`src/rtl/mtws_pkg.sv`:
```
// Shared types and constants for the multi-task watchdog supervisor.
package mtws_pkg;

	// Operation codes carried on the input tuser
	typedef enum logic [1:0] {
		OP_SUBSCRIBE = 2'd0,
		OP_FEED      = 2'd1,
		OP_CHECK     = 2'd2,
		OP_NONE      = 2'd3
	} op_t;

	// Result status codes
	typedef enum logic [1:0] {
		ST_OK      = 2'd0,
		ST_NOT_EN  = 2'd1,
		ST_FULL    = 2'd2,
		ST_NOT_REG = 2'd3
	} status_t;

	// Configuration register indexes
	localparam logic REG_ENABLED     = 1'b0;
	localparam logic REG_STALE_LIMIT = 1'b1;

	// Field widths
	localparam int OP_W     = 2;
	localparam int TASK_W   = 16;
	localparam int TIME_W   = 32;
	localparam int SLOT_W   = 3;
	localparam int IN_W     = TASK_W + TIME_W;
	localparam int OUT_W    = 16;
	localparam int CFG_W    = 32;

	// Reset value of the stale limit in milliseconds
	localparam logic [TIME_W-1:0] STALE_RESET = 32'd3000;

	// Sequencer states, one-hot
	typedef enum logic [2:0] {
		S_IDLE   = 3'b001,
		S_SCAN   = 3'b010,
		S_DECIDE = 3'b100
	} state_t;

	// One result item
	typedef struct packed {
		logic                fault_raised;
		logic                fault_latched;
		logic [SLOT_W-1:0]   stale_slot;
		logic                stale_found;
		logic [SLOT_W-1:0]   slot_index;
		status_t             status;
	} result_t;

endpackage

```
`src/rtl/multi_task_watchdog_supervisor.sv`:
```
// Multi-task watchdog supervisor: slot table, sequential scan and fault latch.
//
// Channel   Dir  Handshake                    Payload
// s_axis    in   s_axis_tvalid/s_axis_tready  tuser: operation; tdata: task_id, now_ms
// m_axis    out  m_axis_tvalid/m_axis_tready  tdata: status .. fault_raised
// cfg       in   cfg_we (no wait)             cfg_index, cfg_wdata
//
// A scanned item has its result registered once the scan and the decide step
// are through: the slot memory is read one entry per cycle and one shared
// subtract/compare unit ages each slot. Refused items and the unused operation
// skip the scan and go straight to the decide step. The decide step registers
// the result once the output register is free; the input is then ready again.
// Reset clears the valid bits, the fault latch and the control registers at once; no
// clearing pass. The block takes one item at a time and holds in its final
// step while the output register is still occupied.
module multi_task_watchdog_supervisor #(
	parameter int SLOTS   = 8,
	parameter int ID_BITS = 16
) (
	input  logic                        clk,
	input  logic                        arst_n,
	// configuration
	input  logic                        cfg_we,
	input  logic                        cfg_index,
	input  logic [mtws_pkg::CFG_W-1:0]  cfg_wdata,
	// request stream
	input  logic                        s_axis_tvalid,
	output logic                        s_axis_tready,
	input  logic [mtws_pkg::OP_W-1:0]   s_axis_tuser,  // [1:0] operation
	input  logic [mtws_pkg::IN_W-1:0]   s_axis_tdata,  // [15:0] task_id, [47:16] now_ms
	// result stream
	output logic                        m_axis_tvalid,
	input  logic                        m_axis_tready,
	// [1:0] status, [4:2] slot_index, [5] stale_found, [8:6] stale_slot,
	// [9] fault_latched, [10] fault_raised, [15:11] zero
	output logic [mtws_pkg::OUT_W-1:0]  m_axis_tdata
);

	localparam int IDX_W   = (SLOTS > 1) ? $clog2(SLOTS) : 1;
	localparam int CNT_W   = $clog2(SLOTS + 1);
	localparam int ENTRY_W = ID_BITS + mtws_pkg::TIME_W;
	localparam int RES_W   = $bits(mtws_pkg::result_t);

	// configuration registers
	logic                          enabled_q;
	logic [mtws_pkg::TIME_W-1:0]   stale_limit_q;

	// captured request
	mtws_pkg::op_t                 op_q;
	logic [ID_BITS-1:0]            id_q;
	logic [mtws_pkg::TIME_W-1:0]   now_q;
	logic                          en_q;

	// sequencer
	mtws_pkg::state_t              state_q;
	logic [CNT_W-1:0]              rd_cnt_q;
	logic                          cmp_vld_q;
	logic [IDX_W-1:0]              cmp_idx_q;

	// scan findings
	logic                          hit_q, free_q, stale_q;
	logic [IDX_W-1:0]              hit_idx_q, free_idx_q, stale_idx_q;

	// table
	logic [SLOTS-1:0]              valid_q;
	logic [ENTRY_W-1:0]            mem [SLOTS];
	logic [ENTRY_W-1:0]            rdata_q;
	logic                          fault_q;

	// output register
	logic                          out_vld_q;
	logic [mtws_pkg::OUT_W-1:0]    out_data_q;

	// request decode
	logic                          in_acc;
	logic [ID_BITS+mtws_pkg::TASK_W-1:0] id_ext;
	logic [ID_BITS-1:0]            in_id;

	// scan datapath
	logic                          mem_re;
	logic [IDX_W-1:0]              rd_addr;
	logic [ID_BITS-1:0]            ent_task;
	logic [mtws_pkg::TIME_W-1:0]   ent_feed;
	logic [mtws_pkg::TIME_W-1:0]   age;
	logic                          ent_valid, ent_match, ent_stale;
	logic                          scan_last;

	// decision
	logic                          out_free;
	logic                          advance;
	mtws_pkg::status_t             dec_status;
	logic [IDX_W-1:0]              dec_idx;
	logic                          dec_write;
	logic                          dec_alloc;
	logic                          dec_raise;
	logic [IDX_W+mtws_pkg::SLOT_W-1:0] slot_ext, stale_ext;
	mtws_pkg::result_t             res;

	assign s_axis_tready = (state_q == mtws_pkg::S_IDLE);
	assign in_acc        = s_axis_tvalid && s_axis_tready;
	assign id_ext        = {{ID_BITS{1'b0}}, s_axis_tdata[mtws_pkg::TASK_W-1:0]};
	assign in_id         = id_ext[ID_BITS-1:0];

	// Hold configuration
	always_ff @(posedge clk or negedge arst_n) begin
		if (!arst_n) begin
			enabled_q     <= 1'b0;
			stale_limit_q <= mtws_pkg::STALE_RESET;
		end else if (cfg_we) begin
			unique case (cfg_index)
				mtws_pkg::REG_ENABLED:     enabled_q     <= cfg_wdata[0];
				mtws_pkg::REG_STALE_LIMIT: stale_limit_q <= cfg_wdata;
				default: ;
			endcase
		end
	end

	// Capture the request
	always_ff @(posedge clk) begin
		if (in_acc) begin
			op_q  <= mtws_pkg::op_t'(s_axis_tuser);
			id_q  <= in_id;
			now_q <= s_axis_tdata[mtws_pkg::IN_W-1:mtws_pkg::TASK_W];
			en_q  <= enabled_q;
		end
	end

	// Issue one table read per cycle during the scan
	assign mem_re  = (state_q == mtws_pkg::S_SCAN) && (rd_cnt_q < CNT_W'(SLOTS));
	assign rd_addr = rd_cnt_q[IDX_W-1:0];

	// Age the entry that came back: one subtract and compare per cycle
	assign ent_task  = rdata_q[ENTRY_W-1:mtws_pkg::TIME_W];
	assign ent_feed  = rdata_q[mtws_pkg::TIME_W-1:0];
	assign age       = now_q - ent_feed;
	assign ent_valid = valid_q[cmp_idx_q];
	assign ent_match = ent_valid && (ent_task == id_q);
	assign ent_stale = ent_valid && (ent_task != id_q) && (op_q == mtws_pkg::OP_CHECK)
	                   && (age > stale_limit_q);
	assign scan_last = cmp_vld_q && (cmp_idx_q == IDX_W'(SLOTS - 1));

	// Decide the outcome once the scan is over
	assign out_free = !out_vld_q || m_axis_tready;
	assign advance  = (state_q == mtws_pkg::S_DECIDE) && out_free;

	always_comb begin
		dec_status = mtws_pkg::ST_OK;
		dec_idx    = '0;
		dec_write  = 1'b0;
		dec_alloc  = 1'b0;
		dec_raise  = 1'b0;
		priority if (!en_q) begin
			dec_status = mtws_pkg::ST_NOT_EN;
		end else if (op_q == mtws_pkg::OP_SUBSCRIBE) begin
			priority if (hit_q) begin
				dec_idx   = hit_idx_q;
				dec_write = 1'b1;
			end else if (free_q) begin
				dec_idx   = free_idx_q;
				dec_write = 1'b1;
				dec_alloc = 1'b1;
			end else begin
				dec_status = mtws_pkg::ST_FULL;
			end
		end else if (op_q == mtws_pkg::OP_FEED || op_q == mtws_pkg::OP_CHECK) begin
			dec_raise = (op_q == mtws_pkg::OP_CHECK) && stale_q && !fault_q;
			if (hit_q) begin
				dec_idx   = hit_idx_q;
				dec_write = 1'b1;
			end else begin
				dec_status = mtws_pkg::ST_NOT_REG;
			end
		end else begin
			dec_status = mtws_pkg::ST_OK;
		end
	end

	assign slot_ext  = {{mtws_pkg::SLOT_W{1'b0}}, dec_idx};
	assign stale_ext = {{mtws_pkg::SLOT_W{1'b0}}, stale_idx_q};

	always_comb begin
		res.status        = dec_status;
		res.slot_index    = slot_ext[mtws_pkg::SLOT_W-1:0];
		res.stale_found   = stale_q;
		res.stale_slot    = stale_ext[mtws_pkg::SLOT_W-1:0];
		res.fault_latched = fault_q || dec_raise;
		res.fault_raised  = dec_raise;
	end

	// Slot memory: one write and one registered read per cycle
	always_ff @(posedge clk) begin
		if (advance && dec_write) begin
			mem[dec_idx] <= {id_q, now_q};
		end
		if (mem_re) begin
			rdata_q <= mem[rd_addr];
		end
	end

	// Sequence the scan
	always_ff @(posedge clk or negedge arst_n) begin
		if (!arst_n) begin
			state_q   <= mtws_pkg::S_IDLE;
			rd_cnt_q  <= '0;
			cmp_vld_q <= 1'b0;
			cmp_idx_q <= '0;
		end else begin
			unique case (state_q)
				mtws_pkg::S_IDLE: begin
					rd_cnt_q  <= '0;
					cmp_vld_q <= 1'b0;
					if (in_acc) begin
						if (enabled_q && (mtws_pkg::op_t'(s_axis_tuser) != mtws_pkg::OP_NONE)) begin
							state_q <= mtws_pkg::S_SCAN;
						end else begin
							state_q <= mtws_pkg::S_DECIDE;
						end
					end
				end
				mtws_pkg::S_SCAN: begin
					cmp_vld_q <= mem_re;
					cmp_idx_q <= rd_addr;
					if (mem_re) begin
						rd_cnt_q <= rd_cnt_q + CNT_W'(1);
					end
					if (scan_last) begin
						state_q <= mtws_pkg::S_DECIDE;
					end
				end
				mtws_pkg::S_DECIDE: begin
					cmp_vld_q <= 1'b0;
					if (out_free) begin
						state_q <= mtws_pkg::S_IDLE;
					end
				end
				default: state_q <= mtws_pkg::S_IDLE;
			endcase
		end
	end

	// Record the first match, first free slot and first stale slot
	always_ff @(posedge clk or negedge arst_n) begin
		if (!arst_n) begin
			hit_q       <= 1'b0;
			free_q      <= 1'b0;
			stale_q     <= 1'b0;
			hit_idx_q   <= '0;
			free_idx_q  <= '0;
			stale_idx_q <= '0;
		end else if (in_acc) begin
			hit_q       <= 1'b0;
			free_q      <= 1'b0;
			stale_q     <= 1'b0;
			hit_idx_q   <= '0;
			free_idx_q  <= '0;
			stale_idx_q <= '0;
		end else if (state_q == mtws_pkg::S_SCAN && cmp_vld_q) begin
			if (!hit_q && ent_match) begin
				hit_q     <= 1'b1;
				hit_idx_q <= cmp_idx_q;
			end
			if (!free_q && !ent_valid) begin
				free_q     <= 1'b1;
				free_idx_q <= cmp_idx_q;
			end
			if (!stale_q && ent_stale) begin
				stale_q     <= 1'b1;
				stale_idx_q <= cmp_idx_q;
			end
		end
	end

	// Update valid bits and the sticky fault latch
	always_ff @(posedge clk or negedge arst_n) begin
		if (!arst_n) begin
			valid_q <= '0;
			fault_q <= 1'b0;
		end else if (advance) begin
			if (dec_alloc) begin
				valid_q[dec_idx] <= 1'b1;
			end
			if (dec_raise) begin
				fault_q <= 1'b1;
			end
		end
	end

	// Hold the result until it is taken
	always_ff @(posedge clk or negedge arst_n) begin
		if (!arst_n) begin
			out_vld_q <= 1'b0;
		end else if (advance) begin
			out_vld_q <= 1'b1;
		end else if (m_axis_tready) begin
			out_vld_q <= 1'b0;
		end
	end

	always_ff @(posedge clk) begin
		if (advance) begin
			out_data_q <= {{(mtws_pkg::OUT_W - RES_W){1'b0}}, res};
		end
	end

	assign m_axis_tvalid = out_vld_q;
	assign m_axis_tdata  = out_data_q;

endmodule
```
`config.mk`:
```
export PLATFORM = sky130hd
export DESIGN_NAME = multi_task_watchdog_supervisor
export DESIGN_NICKNAME = d
export VERILOG_FILES = /design/src/rtl/mtws_pkg.sv /design/src/rtl/multi_task_watchdog_supervisor.sv
export SDC_FILE = /design/constraint.sdc
export NUM_CORES = 1
export LEC_CHECK = 0
export BUFFER_PORTS_ARGS = -buffer_cell sky130_fd_sc_hd__buf_2
export CORE_MARGIN = 4
export CORE_UTILIZATION = 45
export DETAILED_ROUTE_END_ITERATION = 16
export GPL_TIMING_DRIVEN = 0
export PLACE_DENSITY = 0.62
export SYNTH_ARGS = -nofsm -noshare
export SYNTH_HDL_FRONTEND = slang
export SYNTH_SLANG_ARGS = --single-unit
```
`constraint.sdc`:
```
create_clock -name clk -period 14.8 [get_ports clk]
set_input_delay 0.74 -clock clk [delete_from_list [all_inputs] [get_ports clk]]
set_output_delay 0.74 -clock clk [all_outputs]
set_load 0.01 [all_outputs]
```
## After elaboration in Yosys (flattened, before gate mapping)

Memory sizes are Yosys's and may differ from the RTL's. A register that Yosys moved wholly into a read port is not among the register bits.
Cells that the tools add are included.

| storage, ports and cells | value |
|---|---|
| memories | 1 |
| flip-flop bits (word level) | 128 |
| bits in writable memories | 384 |
| output and inout port bits | 18 |
| logic and storage cells | 145 |

Memories:

| name | depth | width | rd ports | clocked after memory_dff | wr ports | RTL line | source |
|---|---|---|---|---|---|---|---|
| mem | 8 | 48 | 1 | 1 | 1 | multi_task_watchdog_supervisor.sv:66 | `logic [ENTRY_W-1:0] mem [SLOTS];` |

| operators by class | value |
|---|---|
| muxes and demuxes | 57 |
| reductions and logical operators | 44 |
| bitwise operators | 2 |
| add/sub/neg operators | 2 |
| equality and inequality tests | 13 |
| order comparisons | 5 |

Operators with widths:

| operator | number |
|---|---|
| 3-bit two-way mux | 19 |
| 32-bit greater-than comparator | 1 |
| 32-bit subtractor | 1 |
| 1-bit two-way mux | 27 |
| 1-bit logical AND | 17 |
| 16-bit == test | 1 |
| 16-bit != test | 1 |
| 2-bit AND reduction | 8 |
| 2-bit nonzero test | 7 |
| 2-bit two-way mux | 5 |
| 3-bit case mux with 3 select lines | 1 |
| 3-bit by 4-bit less-than comparator with 1-bit output (second input constant) | 2 |
| 2-bit != test (second input constant) | 4 |
| 8-bit bitwise OR | 1 |
| 4-bit case mux with 2 select lines | 1 |
| 3-bit == test (second input constant) | 2 |
| 1-bit logical NOT | 6 |
| 4-bit by 1-bit adder with 4-bit output (second input constant) | 1 |
| 4-bit less-than comparator (second input constant) | 1 |
| 4-bit two-way mux | 1 |
| 1-bit binary-select mux with 3-bit select | 1 |
| 1-bit demux with 3-bit select | 1 |
| 3-bit by 1-bit == test with 1-bit output (second input constant) | 1 |
| 3-bit by 2-bit == test with 1-bit output (second input constant) | 1 |
| other kinds (10) | 12 |

## Depth between registers and ports, before layout

| depth | value |
|---|---|
| depth after elaboration | 10 |
| gate-level depth with buffers | 21 |
| mapped depth without buffers | 21 |

## Worst setup path before layout

OpenSTA, ideal clock, no wires.

| path | value |
|---|---|
| path kind | reg2reg |
| start point | register state_q[2] |
| end point | register rd_cnt_q[1] |
| required time | 14.478 ns |
| buffers on the path | 1 |
| slack | 10.001 ns |
| setup time | 0.322 ns |
| data arrival time | 4.477 ns |
| cell stages (with the launch flop) | 4 |
| cells stage by stage | dfrtp_1 -> clkbuf_1 -> nor3_1 -> o21ai_0 |

| on the way | value |
|---|---|
| cells in the longest elaborated chain, start to end | 4 |

Ends and longest elaborated chain:

| element | RTL line | source |
|---|---|---|
| start, declared | multi_task_watchdog_supervisor.sv:55 | `mtws_pkg::state_t state_q;` |
| start signal, assigned | multi_task_watchdog_supervisor.sv:203 | `state_q <= mtws_pkg::S_IDLE;` |
| start signal, assigned | multi_task_watchdog_supervisor.sv:214 | `state_q <= mtws_pkg::S_SCAN;` |
| start signal, assigned | multi_task_watchdog_supervisor.sv:216 | `state_q <= mtws_pkg::S_DECIDE;` |
| 3-bit by 2-bit == test with 1-bit output | multi_task_watchdog_supervisor.sv:129 | `assign mem_re = (state_q == mtws_pkg::S_SCAN) && (rd_cnt_q < CNT_W'(SLOTS));` |
| 1-bit logical AND | multi_task_watchdog_supervisor.sv:129 |  |
| net mem_re | multi_task_watchdog_supervisor.sv:80 | `logic mem_re;` |
| 2-bit != test (no line) | -- |  |
| 2-bit AND reduction (no line) | -- |  |
| end signal, assigned | multi_task_watchdog_supervisor.sv:224 | `rd_cnt_q <= rd_cnt_q + CNT_W'(1);` |
| end, declared | multi_task_watchdog_supervisor.sv:56 | `logic [CNT_W-1:0] rd_cnt_q;` |

The timed path passes the listed nets, and every way through them passes these cells.
A chain may end at the register's enable or synchronous reset.

## Final worst setup path

| path | value |
|---|---|
| start point | register now_q[0] (netlist name) |
| end point | register stale_idx_q[1] |

| on the way | value |
|---|---|
| cells in the longest elaborated chain, start to end | 6 |

Ends and longest elaborated chain:

| element | RTL line | source |
|---|---|---|
| start, declared | multi_task_watchdog_supervisor.sv:51 | `logic [mtws_pkg::TIME_W-1:0] now_q;` |
| start signal, assigned | multi_task_watchdog_supervisor.sv:123 | `now_q <= s_axis_tdata[mtws_pkg::IN_W-1:mtws_pkg::TASK_W];` |
| 32-bit subtractor | multi_task_watchdog_supervisor.sv:135 | `assign age = now_q - ent_feed;` |
| 32-bit greater-than comparator | multi_task_watchdog_supervisor.sv:139 | `&& (age > stale_limit_q);` |
| 1-bit logical AND | multi_task_watchdog_supervisor.sv:139 |  |
| 1-bit logical AND | multi_task_watchdog_supervisor.sv:266 | `if (!stale_q && ent_stale) begin` |
| 2-bit nonzero test (no line) | -- |  |
| 2-bit AND reduction (no line) | -- |  |
| end signal, assigned | multi_task_watchdog_supervisor.sv:268 | `stale_idx_q <= cmp_idx_q;` |
| end, declared | multi_task_watchdog_supervisor.sv:62 | `logic [IDX_W-1:0] hit_idx_q, free_idx_q, stale_idx_q;` |

Every way passes these cells.

==> flow_metrics.env <==
export IMPL_powerDensity_nw_per_um2=151.6
export IMPL_place_hpwl_um=33780
export IMPL_antennaDiodeCount=0
export IMPL_finClkSkew_ns=0.01666
export IMPL_synthDistinctLibCells=69
export IMPL_cts_tree="built"
export IMPL_port_buffers=100
export IMPL_grt_overflow=0
export IMPL_drive_gt1_share_pct=29.11
export IMPL_clock_sinks=560
export IMPL_die_y_um=235.7
export IMPL_synth_area_leaders="edfxtp_1 (64%), mux4_2 (9.5%), dfrtp_1 (6.2%)"
export IMPL_drtIter0Drc=915
export IMPL_die_w_um=235.7
export IMPL_antenna_found_initial=0
export IMPL_min_period_over_period_pct=36.61
export IMPL_syn_inst=1310
export IMPL_power_mw=4.132
export IMPL_criticalPathCategory="flip-flop to flip-flop"
export IMPL_dp_cells=2120
export IMPL_finalWirelength_um=50190
export IMPL_ant_nets=0
export IMPL_worstPathCellList="inv_1 -> ha_1 -> inv_1 -> fa_1 -> a211oi_1 -> o211ai_1 -> a22oi_1 -> or3b_1 -> a21oi_2 -> o31ai_2 -> a21boi_1 -> xor2_1 -> ha_1 -> nand4_1 -> nor3_1 -> nand2_1 -> a21oi_1 -> o31ai_1 -> a211oi_2 -> mux2i_1 -> nor2_1"
export IMPL_instances_no_fill=2226
export IMPL_nNetsFinal=1655
export IMPL_clkSlewWorstSetupHoldPaths_ns=0.06
export IMPL_hold_violations=0
export IMPL_avgViaCountPerCell=5.415
export IMPL_slew_viol_final=0
export IMPL_synth_top_area_cell="edfxtp_1"
export IMPL_synth_top_cell_area_share_pct=63.57
export IMPL_vias=12050
export IMPL_drc=0
export IMPL_ys_ff_latch=560
export IMPL_layout_common_cells="edfxtp_1 (494), buf_2 (112), mux4_2 (98)"
export IMPL_numCtsBuffers=58
export IMPL_rows=83
export IMPL_layout_commonest_cell="edfxtp_1"
export IMPL_fin_util_pct=53.12
export IMPL_finalSetupViolations=0
export IMPL_multi_input_area_um2=6369
export IMPL_ctsHtreeMaxLevel=2
export IMPL_area_growth_pct=16.79
export IMPL_grt_max_degree=49
export IMPL_relSlewSlack_pct=35.37
export IMPL_cp_top_family="compound AO/OA/AOI/OAI gates"
export IMPL_ir_drop_mv=0.07929
export IMPL_grt_pass1_vias=12480
export IMPL_cap_violations=0
export IMPL_synth_edf_count=494
export IMPL_yosys_warnings=0
export IMPL_fin_hold_ws_ns=0.03650
export IMPL_tns_ns=0
export IMPL_ys_seq_area_share_pct=70.70
export IMPL_io_pins=106
export IMPL_rsz0062_at_grt="false"
export IMPL_cp_num_buf_inv=2
export IMPL_power_leakage_nw=9.661
export IMPL_post_cts_resized=0
export IMPL_required_ns=15.27
export IMPL_slowest_delay_ns=0.54
export IMPL_outcome="completed"
export IMPL_start_util_pct=45.48
export IMPL_critPathLaunchType="flip-flop"
export IMPL_hp_class="primary input to async pin"
export IMPL_detail_route_wl_per_cell_um=22.55
export IMPL_worstSkewPairLatency_ns=0.61
export IMPL_clock_root_buffer="clkbuf_16"
export IMPL_grt_pass1_wl_um=76800
export IMPL_dr_pass1_iters=5
export IMPL_track_usage_pct=18.12
export IMPL_syn_avg_cell_area_um2=17.81
export IMPL_ctsLongestPathBuffers=3
export IMPL_regArea_um2=16500
export IMPL_syn_cell_area_um2=23330
export IMPL_cts_hold_buf=0
export IMPL_path_max_fanout=9
export IMPL_post_cts_buffers=0
export IMPL_fmax_mhz=184.6
export IMPL_core_area_um2=51300
export IMPL_synth_ff_type="edfxtp_1"
export IMPL_max_slew_worst_pin_slew_ns=0.9695
export IMPL_async_flop_share_pct=11.79
export IMPL_die_area_um2=55560
export IMPL_fill_cells=4093
export IMPL_cp_end_kind="flip-flop"
export IMPL_routabilityCongestion=0.8294
export IMPL_critPathArrivalTime_ns=5.89
export IMPL_crit_path_top_delay_cell="edfxtp_1"
export IMPL_min_period_ns=5.418
path summary, 6_finish.rpt:
| check | startpoint | slack [ns] | to | cells after the start |
|---|---|---|---|---|
| setup reg to reg | now_q[0] | 9.38 | stale_idx_q[1] | 21 |
| hold / removal | arst_n | 0.04 | stale_limit_q[22] | 1 |
| max in group asynchronous | arst_n | 14.14 | stale_limit_q[11] | 2 |
| min in group clk | s_axis_tdata[17] | 0.31 | now_q[1] | 1 |
| setup / recovery | now_q[0] | 9.38 | stale_idx_q[1] | 21 |
| hold reg to reg | stale_idx_q[1] | 0.45 | m_axis_tdata[7] | 0 |
sequential cells by signal (all words and copies together) (netlist names):
name	count
m_axis_tvalid	1
cmp_vld_q	1
state_q	3
now_q	32
stale_limit_q	32
op_q	2
cmp_idx_q	3
rdata_q	48
free_q	1
hit_idx_q	3
enabled_q	1
m_axis_tdata	11
en_q	1
free_idx_q	3
valid_q	8
hit_q	1
stale_idx_q	3
rd_cnt_q	4
id_q	16
mem	384
stale_q	1
fault_q	1
final cells by class:
type / count / area share (%)
multi-input cells: 619 / 23.37
clock buffers: 86 / 6.464
plain buffers: 49 / 0.8448
repair buffers: 126 / 3.880
well taps: 680 / 3.122
clock inverters: 20 / 0.6060
flip-flops and latches: 560 / 60.53
inverters: 86 / 1.185
where the power goes:
part / total (mW) / switching, mW / internal [mW] / leakage (nW)
sequential: 1.97 / 0.0941 / 1.87 / 5.30
clock: 1.45 / 0.590 / 0.856 / 0.950
combinational: 0.719 / 0.393 / 0.325 / 3.41
total: 4.13 / 1.08 / 3.05 / 9.66
cells in the mapped netlist, types with 2 or more instances:
cell type    n
o21ai_1      3
mux4_2      98
a21o_1      20
mux2_2      84
o311ai_0     2
o211ai_1     4
nor3_1      11
nand4_1     10
a21boi_0     2
a22oi_1      4
nor2b_1      6
dfrtp_1     58
nor3b_1      2
and3_1       4
xor2_1      27
mux2i_1     12
dfstp_2      8
o2111ai_1    2
xnor2_1     18
o21ai_0     18
nor2_1      51
buf_1        4
a22o_1       3
buf_2       13
a31oi_1      3
a41oi_1      2
nand3_1     21
or2_2        3
buf_4        5
o21a_1       3
a211oi_1     3
nand2b_1     6
ha_1        66
inv_1       86
nand2_1     39
nor4_1       6
and2_1       2
edfxtp_1   494
a21oi_1     39
clkbuf_1    26
o21bai_1    12
nand3b_1     2
o31ai_1      2
metal layers:
| layer | part of all wire, % | vias up | routed length [um] | track usage (%) |
|---|---|---|---|---|
| met5 | 0 | - | 0 | 0 |
| met3 | 4.0 | 75 | 2021 | 2.519 |
| li1 | - | 5486 | - | - |
| met2 | 48 | 250 | 24210 | 29.28 |
| met4 | 2.6 | 0 | 1306 | 5.357 |
| met1 | 45 | 6243 | 22650 | 26.01 |
through the flow:
step / setup WS, ns / instance area (um^2)
global route: 9.025 / 27250
global placement: 5.974 / 24700
floorplan: 10.00 / 23350
detailed placement: 9.393 / 25330
finish: 9.382 / 27250
CTS: 9.365 / 27250
kinds of logic (layout without fill, tap and decap cells):
kind of cell / after synthesis / in the layout / share of synthesized area (%)
flops: 560 / 560 / 70.70
fa+ha+maj: 67 / 67 / 3.625
xor+xnor: 45 / 45 / 1.689
other cells: 1 / 5 / 0.01607
compound gates: 138 / 138 / 4.102
buf+inv: 135 / 367 / 2.354
simple gates: 170 / 170 / 3.491
mux: 194 / 194 / 14.03
Note: power is estimated with default switching activity, not from simulation.
